==> src/design/srcv_pkg.sv <==
// Package for the stored record CRC verifier.
// Payload structs, phase and status codes, header and CRC constants.
// No dependencies.
package srcv_pkg;

    localparam int unsigned SRCV_MAX_PAYLOAD = 4080;
    localparam int unsigned LEN_W            = 12;
    localparam logic [LEN_W-1:0] MAX_LEN_RESET = 12'd4080;

    localparam logic [31:0] CRC_POLY  = 32'hEDB8_8320;
    localparam logic [31:0] ALL_ONES  = 32'hFFFF_FFFF;
    localparam logic [31:0] REC_MAGIC = 32'h494F_5449;
    localparam logic [3:0]  HDR_MAGIC_LAST = 4'd3;
    localparam logic [3:0]  HDR_LAST       = 4'd15;

    typedef enum logic [1:0] {
        PH_IDLE,
        PH_HEADER,
        PH_PAYLOAD
    } srcv_phase_t;

    typedef enum logic [1:0] {
        ST_OK       = 2'd0,
        ST_BADMAGIC = 2'd1,
        ST_TOOBIG   = 2'd2,
        ST_CRCBAD   = 2'd3
    } srcv_status_t;

    typedef enum logic [1:0] {
        HW_MAGIC   = 2'd0,
        HW_LENGTH  = 2'd1,
        HW_CRC     = 2'd2,
        HW_COUNTER = 2'd3
    } srcv_hword_t;

    typedef struct packed {
        logic       start_req;
        logic [7:0] data_byte;
    } srcv_in_t;

    typedef struct packed {
        srcv_status_t status;
        logic [31:0]  record_len;
        logic [31:0]  write_count;
        logic [31:0]  stored_crc;
        logic [31:0]  computed_crc;
    } srcv_out_t;

endpackage

==> src/design/stored_record_crc_verifier_core.sv <==
// Channel   Dir  Handshake           Request payload
// s_        in   s_valid / s_ready   srcv_in_t  {start_req, data_byte}
// m_        out  m_valid / m_ready   srcv_out_t {status, length, counter, CRCs}
// cfg_      in   cfg_we              cfg_wdata = max_len, no wait
//
// One byte per cycle unless a full result register waits on m_ready; a verdict
// passes the input register, then the result register. The byte-wide CRC step sits between them.
// Synchronous active-low reset: parser idle, both registers empty, max_len = 4080.
// A stalled m_ready holds the result; s_ready drops only when both registers are full.
// Depends on srcv_pkg, srcv_parser, srcv_crc_byte.
module stored_record_crc_verifier_core
    import srcv_pkg::*;
#(
    parameter int unsigned MAX_PAYLOAD = SRCV_MAX_PAYLOAD
) (
    input  logic             aclk,
    input  logic             aresetn,
    input  logic             s_valid,
    output logic             s_ready,
    input  srcv_in_t         s_data,
    output logic             m_valid,
    input  logic             m_ready,
    output srcv_out_t        m_data,
    input  logic             cfg_we,
    input  logic [LEN_W-1:0] cfg_wdata
);

    logic             in_vld_reg, in_vld_next;
    srcv_in_t         in_data_reg;
    logic             out_vld_reg, out_vld_next;
    srcv_out_t        out_data_reg;
    logic [LEN_W-1:0] max_len_reg;
    logic             step_en;
    logic             res_valid;
    srcv_out_t        res_data;

    assign step_en = in_vld_reg && (!out_vld_reg || m_ready);
    assign s_ready = !in_vld_reg || step_en;
    assign m_valid = out_vld_reg;
    assign m_data  = out_data_reg;

    srcv_parser #(
        .MAX_PAYLOAD (MAX_PAYLOAD)
    ) u_parser (
        .aclk      (aclk),
        .aresetn   (aresetn),
        .step_en   (step_en),
        .item      (in_data_reg),
        .max_len   (max_len_reg),
        .res_valid (res_valid),
        .res_data  (res_data)
    );

    always_comb begin
        in_vld_next = in_vld_reg;
        if (s_valid && s_ready) begin
            in_vld_next = 1'b1;
        end else if (step_en) begin
            in_vld_next = 1'b0;
        end
    end

    always_comb begin
        out_vld_next = out_vld_reg;
        if (step_en) begin
            out_vld_next = res_valid;
        end else if (m_ready) begin
            out_vld_next = 1'b0;
        end
    end

    always_ff @(posedge aclk) begin
        if (!aresetn) begin
            in_vld_reg  <= 1'b0;
            out_vld_reg <= 1'b0;
            max_len_reg <= MAX_LEN_RESET;
        end else begin
            in_vld_reg  <= in_vld_next;
            out_vld_reg <= out_vld_next;
            if (cfg_we) begin
                max_len_reg <= cfg_wdata;
            end
        end
    end

    always_ff @(posedge aclk) begin
        if (s_valid && s_ready) begin
            in_data_reg <= s_data;
        end
        if (step_en && res_valid) begin
            out_data_reg <= res_data;
        end
    end

`ifndef SYNTH
    a_ready_when_out_empty: assert property (@(posedge aclk) disable iff (!aresetn)
        !out_vld_reg |-> s_ready)
        else $error("input stalled while result register empty");

    a_result_from_item: assert property (@(posedge aclk) disable iff (!aresetn)
        $rose(m_valid) |-> $past(in_vld_reg))
        else $error("result appeared without a processed byte");

    a_badmagic_zero: assert property (@(posedge aclk) disable iff (!aresetn)
        (m_valid && m_data.status == ST_BADMAGIC) |->
        (m_data.record_len == 32'd0 && m_data.computed_crc == 32'd0))
        else $error("bad magic result carries header data");

    a_ok_matches: assert property (@(posedge aclk) disable iff (!aresetn)
        (m_valid && m_data.status == ST_OK) |->
        (m_data.computed_crc == m_data.stored_crc))
        else $error("ok status with differing CRC values");
`endif

endmodule

==> src/design/srcv_crc_byte.sv <==
// Byte-wide reflected CRC-32 update (poly 0xEDB88320).
// Depends on srcv_pkg.
module srcv_crc_byte
    import srcv_pkg::*;
(
    input  logic [31:0] crc_in,
    input  logic [7:0]  data_byte,
    output logic [31:0] crc_out
);

    always_comb begin
        logic [31:0] c;
        c = crc_in ^ {24'd0, data_byte};
        for (int k = 0; k < 8; k++) begin
            c = c[0] ? (CRC_POLY ^ (c >> 1)) : (c >> 1);
        end
        crc_out = c;
    end

endmodule

==> src/design/srcv_parser.sv <==
// Header parser, payload length tracking and verdict for one byte per step.
// Depends on srcv_pkg and srcv_crc_byte.
module srcv_parser
    import srcv_pkg::*;
#(
    parameter int unsigned MAX_PAYLOAD = SRCV_MAX_PAYLOAD
) (
    input  logic             aclk,
    input  logic             aresetn,
    input  logic             step_en,
    input  srcv_in_t         item,
    input  logic [LEN_W-1:0] max_len,
    output logic             res_valid,
    output srcv_out_t        res_data
);

    srcv_phase_t      phase_reg, phase_next;
    logic [3:0]       hidx_reg, hidx_next;
    logic [31:0]      magic_reg, magic_next;
    logic [31:0]      len_reg, len_next;
    logic [31:0]      scrc_reg, scrc_next;
    logic [31:0]      cnt_reg, cnt_next;
    logic [LEN_W-1:0] left_reg, left_next;
    logic [31:0]      rcrc_reg, rcrc_next;

    // Values seen by this byte; a start clears the record first.
    srcv_phase_t      ph_eff;
    logic [3:0]       idx_eff;
    logic [31:0]      magic_eff, len_eff, scrc_eff, cnt_eff, rcrc_eff;
    logic [LEN_W-1:0] left_eff, left_dec;
    logic [31:0]      lane;
    logic [31:0]      magic_new, len_new, scrc_new, cnt_new;
    logic [31:0]      crc_upd, crc_fin;
    logic             bad_magic, hdr_done, too_big, empty_pl, pl_done;

    assign ph_eff    = item.start_req ? PH_HEADER : phase_reg;
    assign idx_eff   = item.start_req ? 4'd0      : hidx_reg;
    assign magic_eff = item.start_req ? 32'd0     : magic_reg;
    assign len_eff   = item.start_req ? 32'd0     : len_reg;
    assign scrc_eff  = item.start_req ? 32'd0     : scrc_reg;
    assign cnt_eff   = item.start_req ? 32'd0     : cnt_reg;
    assign rcrc_eff  = item.start_req ? ALL_ONES  : rcrc_reg;
    assign left_eff  = item.start_req ? '0        : left_reg;

    assign lane = {24'd0, item.data_byte} << {idx_eff[1:0], 3'b000};

    assign magic_new = (srcv_hword_t'(idx_eff[3:2]) == HW_MAGIC)   ? (magic_eff | lane) : magic_eff;
    assign len_new   = (srcv_hword_t'(idx_eff[3:2]) == HW_LENGTH)  ? (len_eff | lane)   : len_eff;
    assign scrc_new  = (srcv_hword_t'(idx_eff[3:2]) == HW_CRC)     ? (scrc_eff | lane)  : scrc_eff;
    assign cnt_new   = (srcv_hword_t'(idx_eff[3:2]) == HW_COUNTER) ? (cnt_eff | lane)   : cnt_eff;

    srcv_crc_byte u_crc (
        .crc_in    (rcrc_eff),
        .data_byte (item.data_byte),
        .crc_out   (crc_upd)
    );

    assign crc_fin   = crc_upd ^ ALL_ONES;
    assign left_dec  = left_eff - 1'b1;
    assign bad_magic = (idx_eff == HDR_MAGIC_LAST) && (magic_new != REC_MAGIC);
    assign hdr_done  = (idx_eff == HDR_LAST);
    assign too_big   = (len_new > {20'd0, max_len}) || (len_new > 32'(MAX_PAYLOAD));
    assign empty_pl  = (len_new[LEN_W-1:0] == '0);
    assign pl_done   = (left_dec == '0);

    // Next phase
    always_comb begin
        phase_next = phase_reg;
        if (step_en) begin
            unique case (ph_eff)
                PH_HEADER: begin
                    if (bad_magic) begin
                        phase_next = PH_IDLE;
                    end else if (hdr_done) begin
                        phase_next = (too_big || empty_pl) ? PH_IDLE : PH_PAYLOAD;
                    end else begin
                        phase_next = PH_HEADER;
                    end
                end
                PH_PAYLOAD: phase_next = pl_done ? PH_IDLE : PH_PAYLOAD;
                PH_IDLE:    phase_next = PH_IDLE;
                default:    phase_next = PH_IDLE;
            endcase
        end
    end

    // Datapath state and result
    always_comb begin
        hidx_next  = hidx_reg;
        magic_next = magic_reg;
        len_next   = len_reg;
        scrc_next  = scrc_reg;
        cnt_next   = cnt_reg;
        left_next  = left_reg;
        rcrc_next  = rcrc_reg;
        res_valid  = 1'b0;
        res_data   = '{status: ST_OK, record_len: 32'd0, write_count: 32'd0,
                       stored_crc: 32'd0, computed_crc: 32'd0};
        if (step_en) begin
            unique case (ph_eff)
                PH_HEADER: begin
                    hidx_next  = idx_eff + 4'd1;
                    magic_next = magic_new;
                    len_next   = len_new;
                    scrc_next  = scrc_new;
                    cnt_next   = cnt_new;
                    left_next  = left_eff;
                    rcrc_next  = rcrc_eff;
                    if (bad_magic) begin
                        res_valid       = 1'b1;
                        res_data.status = ST_BADMAGIC;
                    end else if (hdr_done) begin
                        res_data.record_len  = len_new;
                        res_data.write_count = cnt_new;
                        res_data.stored_crc  = scrc_new;
                        if (too_big) begin
                            res_valid       = 1'b1;
                            res_data.status = ST_TOOBIG;
                        end else begin
                            left_next = len_new[LEN_W-1:0];
                            rcrc_next = ALL_ONES;
                            if (empty_pl) begin
                                res_valid       = 1'b1;
                                res_data.status = (scrc_new == 32'd0) ? ST_OK : ST_CRCBAD;
                            end
                        end
                    end
                end
                PH_PAYLOAD: begin
                    rcrc_next = crc_upd;
                    left_next = left_dec;
                    if (pl_done) begin
                        res_valid             = 1'b1;
                        res_data.status       = (crc_fin == scrc_reg) ? ST_OK : ST_CRCBAD;
                        res_data.record_len   = len_reg;
                        res_data.write_count  = cnt_reg;
                        res_data.stored_crc   = scrc_reg;
                        res_data.computed_crc = crc_fin;
                    end
                end
                PH_IDLE: begin
                end
                default: begin
                end
            endcase
        end
    end

    always_ff @(posedge aclk) begin
        if (!aresetn) begin
            phase_reg <= PH_IDLE;
            hidx_reg  <= 4'd0;
            magic_reg <= 32'd0;
            len_reg   <= 32'd0;
            scrc_reg  <= 32'd0;
            cnt_reg   <= 32'd0;
            left_reg  <= '0;
            rcrc_reg  <= ALL_ONES;
        end else begin
            phase_reg <= phase_next;
            hidx_reg  <= hidx_next;
            magic_reg <= magic_next;
            len_reg   <= len_next;
            scrc_reg  <= scrc_next;
            cnt_reg   <= cnt_next;
            left_reg  <= left_next;
            rcrc_reg  <= rcrc_next;
        end
    end

endmodule

==> config.mk <==
export PLATFORM = sky130hd
export DESIGN_NAME = stored_record_crc_verifier_core
export DESIGN_NICKNAME = d
export VERILOG_FILES = /design/src/design/srcv_pkg.sv /design/src/design/stored_record_crc_verifier_core.sv /design/src/design/srcv_crc_byte.sv /design/src/design/srcv_parser.sv
export SDC_FILE = /design/constraint.sdc
export NUM_CORES = 1
export LEC_CHECK = 0
export BUFFER_PORTS_ARGS = -buffer_cell sky130_fd_sc_hd__buf_2
export CAP_MARGIN = 30
export CORE_ASPECT_RATIO = 1.5
export CORE_UTILIZATION = 40
export DETAILED_ROUTE_END_ITERATION = 10
export HOLD_SLACK_MARGIN = 0.02
export PLACE_DENSITY_LB_ADDON = 0.25
export SYNTH_ARGS = -nofsm -noshare
export SYNTH_HDL_FRONTEND = slang
export SYNTH_SLANG_ARGS = --single-unit
==> constraint.sdc <==
create_clock -name aclk -period 17.4 [get_ports aclk]
set_clock_uncertainty 0.15 [all_clocks]
set_input_delay 2.61 -clock aclk [delete_from_list [all_inputs] [get_ports aclk]]
set_output_delay 2.61 -clock aclk [all_outputs]
set_load 0.01 [all_outputs]
==> results_dict.tcl <==
set metrics [dict create \
    max_slew_margin 0.2845 \
    fin_crit_sh 0.3341 \
    critical_path_class "primary input to primary output" \
    die-height_um 249.2 \
    synth_top_family_by_area "simple AND/OR/NAND/NOR gates" \
    portBuffers 157 \
    setup_viol 0 \
    ys_top_cells_by_area "edfxtp_1, dfxtp_1, nor2b_1" \
    place_congestion 0.8875 \
    synth.top_cells.by_count "dfxtp_1, nor2_1, edfxtp_1" \
    worst-path-buf-inv 2 \
    synth_area_mm2 0.01629 \
    diodes 0 \
    ant_nets 0 \
    critical-path-slowest-cell "nand3b_1" \
    dp_hpwl_mm 30.42 \
    design_area_mm2 0.01844 \
    critPathMaxStageDelay_ns 0.18 \
    synth_compound_area_frac 0.1675 \
    htree_levels 1 \
    r2r_end "m_data[63]$_SDFFCE_PN0P_" \
    required_ns 14.64 \
    power_leakage_nw 7.448 \
    cts_resized 0 \
    path_cells "buf_2 -> nand3b_1 -> buf_2" \
    syn_to_final_growth_pct 13.16 \
    cp.arrival_ns 3.05 \
    syn_area_per_cell_um2 10.25 \
    synthDominantCellAreaShare 0.2562 \
    grt_pass1_vias 12100 \
    hold_class "flip-flop to flip-flop" \
    yosys_warnings 0 \
    p_sw_mw 0.4547 \
    cts_setup_buffers 0 \
    cpLargestDelayFamily "buffers and inverters" \
    synth_xor_xnor_area_share 0.09285 \
    largest_reg_flops 130 \
    pwr-share-comb 0.126 \
    fmax_ghz 0.1720 \
    yosysTopAreaCell "edfxtp_1" \
    path_max_fanout 3 \
    gr-total-overflow 0 \
    synth-seq-cells 331 \
    drt_iter0_markers 1078 \
    crit_path_start_kind "primary input" \
    min_path_cells 2 \
    hp-start "u_parser.len_reg[22]$_SDFFE_PN0P_" \
    run_status "complete, no violations" \
    setup_slack_ns 11.59 \
    fin_crit_ns 5.814 \
    drt-total-wl_mm 45.89 \
    async_reset_ff_frac 0 \
    num_rows 90 \
    tightest_slew_ns 1.073 \
    wl_per_cell_um 20.88 \
    rsz0062_at_grt "false" \
    muxShareOfSynthArea 0.007680 \
    regToRegSetupSlack_ns 11.69 \
    synth_most_common_cell "dfxtp_1" \
    io_pins 158 \
    crit_top_cell "buf_2" \
    fin_nets 1709 \
    power_frac_clock 0.410 \
    avgViaCountPerCell 5.704 \
    fin_setup_tns_ns 0 \
    drive_gt1_frac 0.1690 \
    vias 12540 \
    p_per_area_mw_per_mm2 94.98 \
    p_seq_frac 0.464 \
    hold_violations 0 \
    cts_made_buffers 31 \
    worst_setup_path_end_kind "primary output" \
    clockBufferDepth 3 \
    placed_cell_area_mm2 0.01736 \
    synthSimpleGateAreaFrac 0.1812 \
    ys_seq_area_frac 0.4921 \
    cts_hold_buf 0 \
    ys_types 84 \
    synth_cells 1589 \
    drcViolationCount 0 \
    synthAdderAreaFrac 0.01229 \
    grt_pass1_wl_mm 70.84 \
    ys.flop_type "dfxtp_1" \
    synth_fp_nets 1631 \
    internal_power_mw 1.296 \
    grt_max_degree 117 \
    die_w_um 166.8 \
    antenna_found_initial 0 \
    report.final.slew_viol_count 0 \
    grt_util_all_layers 0.2172 \
    cts_root_buf "clkbuf_16" \
    ir_drop_uv 71.58 \
    dieArea_mm2 0.04156 \
    coreArea_mm2 0.04020 \
    synth_edf_count 139 \
    clock_sinks 331 \
    clk_latency_ns 0.59 \
    drv_cap 0 \
    first_pass_iters 6 \
    netSwitchingFraction 0.2597 \
    cts_tree "yes" \
    clk_pin_slew_ns 0.07 \
    r2r-start "in_data_reg[8]$_DFFE_PP_" \
    post-place-ws_ns 11.59 \
    fillers 3766 \
    start_util 0.4053 \
    whs_endpoint "u_parser.len_reg[22]$_SDFFE_PN0P_" \
    reg2reg_depth 15 \
]
worst reg2reg max path, cell delays in order, from the launching register on:
cell and delay [ns]:
edfxtp_1 0.33, buf_4 0.40, buf_4 0.69, inv_1 0.09, buf_4 0.25, nand2_1 0.16
ha_1 0.26, nand2_1 0.09, o21ai_0 0.22, nand4b_1 0.13, nor4_1 0.34, and4_1 0.25
buf_4 0.29, o31ai_1 0.20, inv_4 0.70, buf_4 0.73
metal layers:
metal  vias to the layer above  part of all wire  global-route usage
met2                       437              0.49              0.3646
met1                      6064              0.42              0.2790
li1                       5935                 -                   -
met3                       101             0.058             0.02828
met4                         0             0.040             0.09577
met5                         -                 0                   0
power groups by stage:
stage	registers [mW]	clock network (mW)	logic (mW)
4_1_cts	0.813	0.728	0.218
5_1_grt	0.813	0.760	0.233
3_5_place_dp	0.830	0	0.217
6_report	0.813	0.718	0.220
2_1_floorplan	0.829	0	0.158
3_3_place_gp	0.830	0	0.216
cell usage in the layout (no fill, tap or decap), types with 20 or more instances in the layout:
cell type	netlist	final
dfxtp_1	192	192
nor2_1	163	162
buf_2	20	156
edfxtp_1	139	139
nor2b_1	107	107
nand2_1	79	78
a32oi_1	71	71
and3_1	70	70
xnor2_1	69	69
a22oi_1	65	65
a21oi_1	53	53
buf_4	9	32
o21ai_0	31	31
xor2_1	31	31
clkbuf_16	0	31
and2_1	28	28
inv_1	26	25
a31oi_1	22	22
nor3_1	23	22
nor4_1	21	21
o22a_1	20	20
cells by family (layout without fill, tap and decap cells):
logic type               after synthesis  count (layout)
XOR/XNOR                             130             130
multiplexers                          12              12
buffers and inverters                172             275
flip-flops                           331             331
adder cells (fa/ha/maj)               16              16
AO/OA/AOI/OAI                        365             365
AND/OR/NAND/NOR                      563             563
worst max-delay path by stage:
stage / startpoint / endpoint / slack, ns / depth (start not counted)
2_1_floorplan: m_ready / m_data[0]$_SDFFCE_PN0P_ / 10.85 / 6
3_3_place_gp: m_ready / s_ready / 11.60 / 3
3_5_place_dp: m_ready / s_ready / 11.59 / 3
4_1_cts: m_ready / s_ready / 11.59 / 3
5_1_grt: u_parser.hidx_reg[2]$_SDFFE_PN0P_ / m_data[38]$_SDFFCE_PN0P_ / 11.35 / 14
6_report: m_ready / s_ready / 11.59 / 3
metrics by stage:
stage          total power [mW]  hold WS (ns)  instances  utilization
2_1_floorplan            0.9874        0.2958       1589            -
3_3_place_gp              1.046        0.3156       2136       0.4306
3_5_place_dp              1.047        0.3222       2139       0.4317
4_1_cts                   1.758        0.3381       2197       0.4581
5_1_grt                   1.806        0.3530       2198       0.4586
6_report                  1.751        0.3384       2198       0.4586
area by class of cell:
| type | instances | area [µm²] | share of cell area |
|---|---|---|---|
| Sequential cell | 331 | 8018 | 0.4349 |
| Multi-Input combinational cell | 1086 | 7546 | 0.4093 |
| Timing Repair Buffer | 191 | 1080 | 0.05857 |
| Clock buffer | 36 | 804.5 | 0.04364 |
| Tap cell | 506 | 633.1 | 0.03434 |
| Clock inverter | 22 | 254.0 | 0.01378 |
| Inverter | 26 | 100.1 | 0.005430 |
No activity file was read; power rests on OpenSTA's default activity.
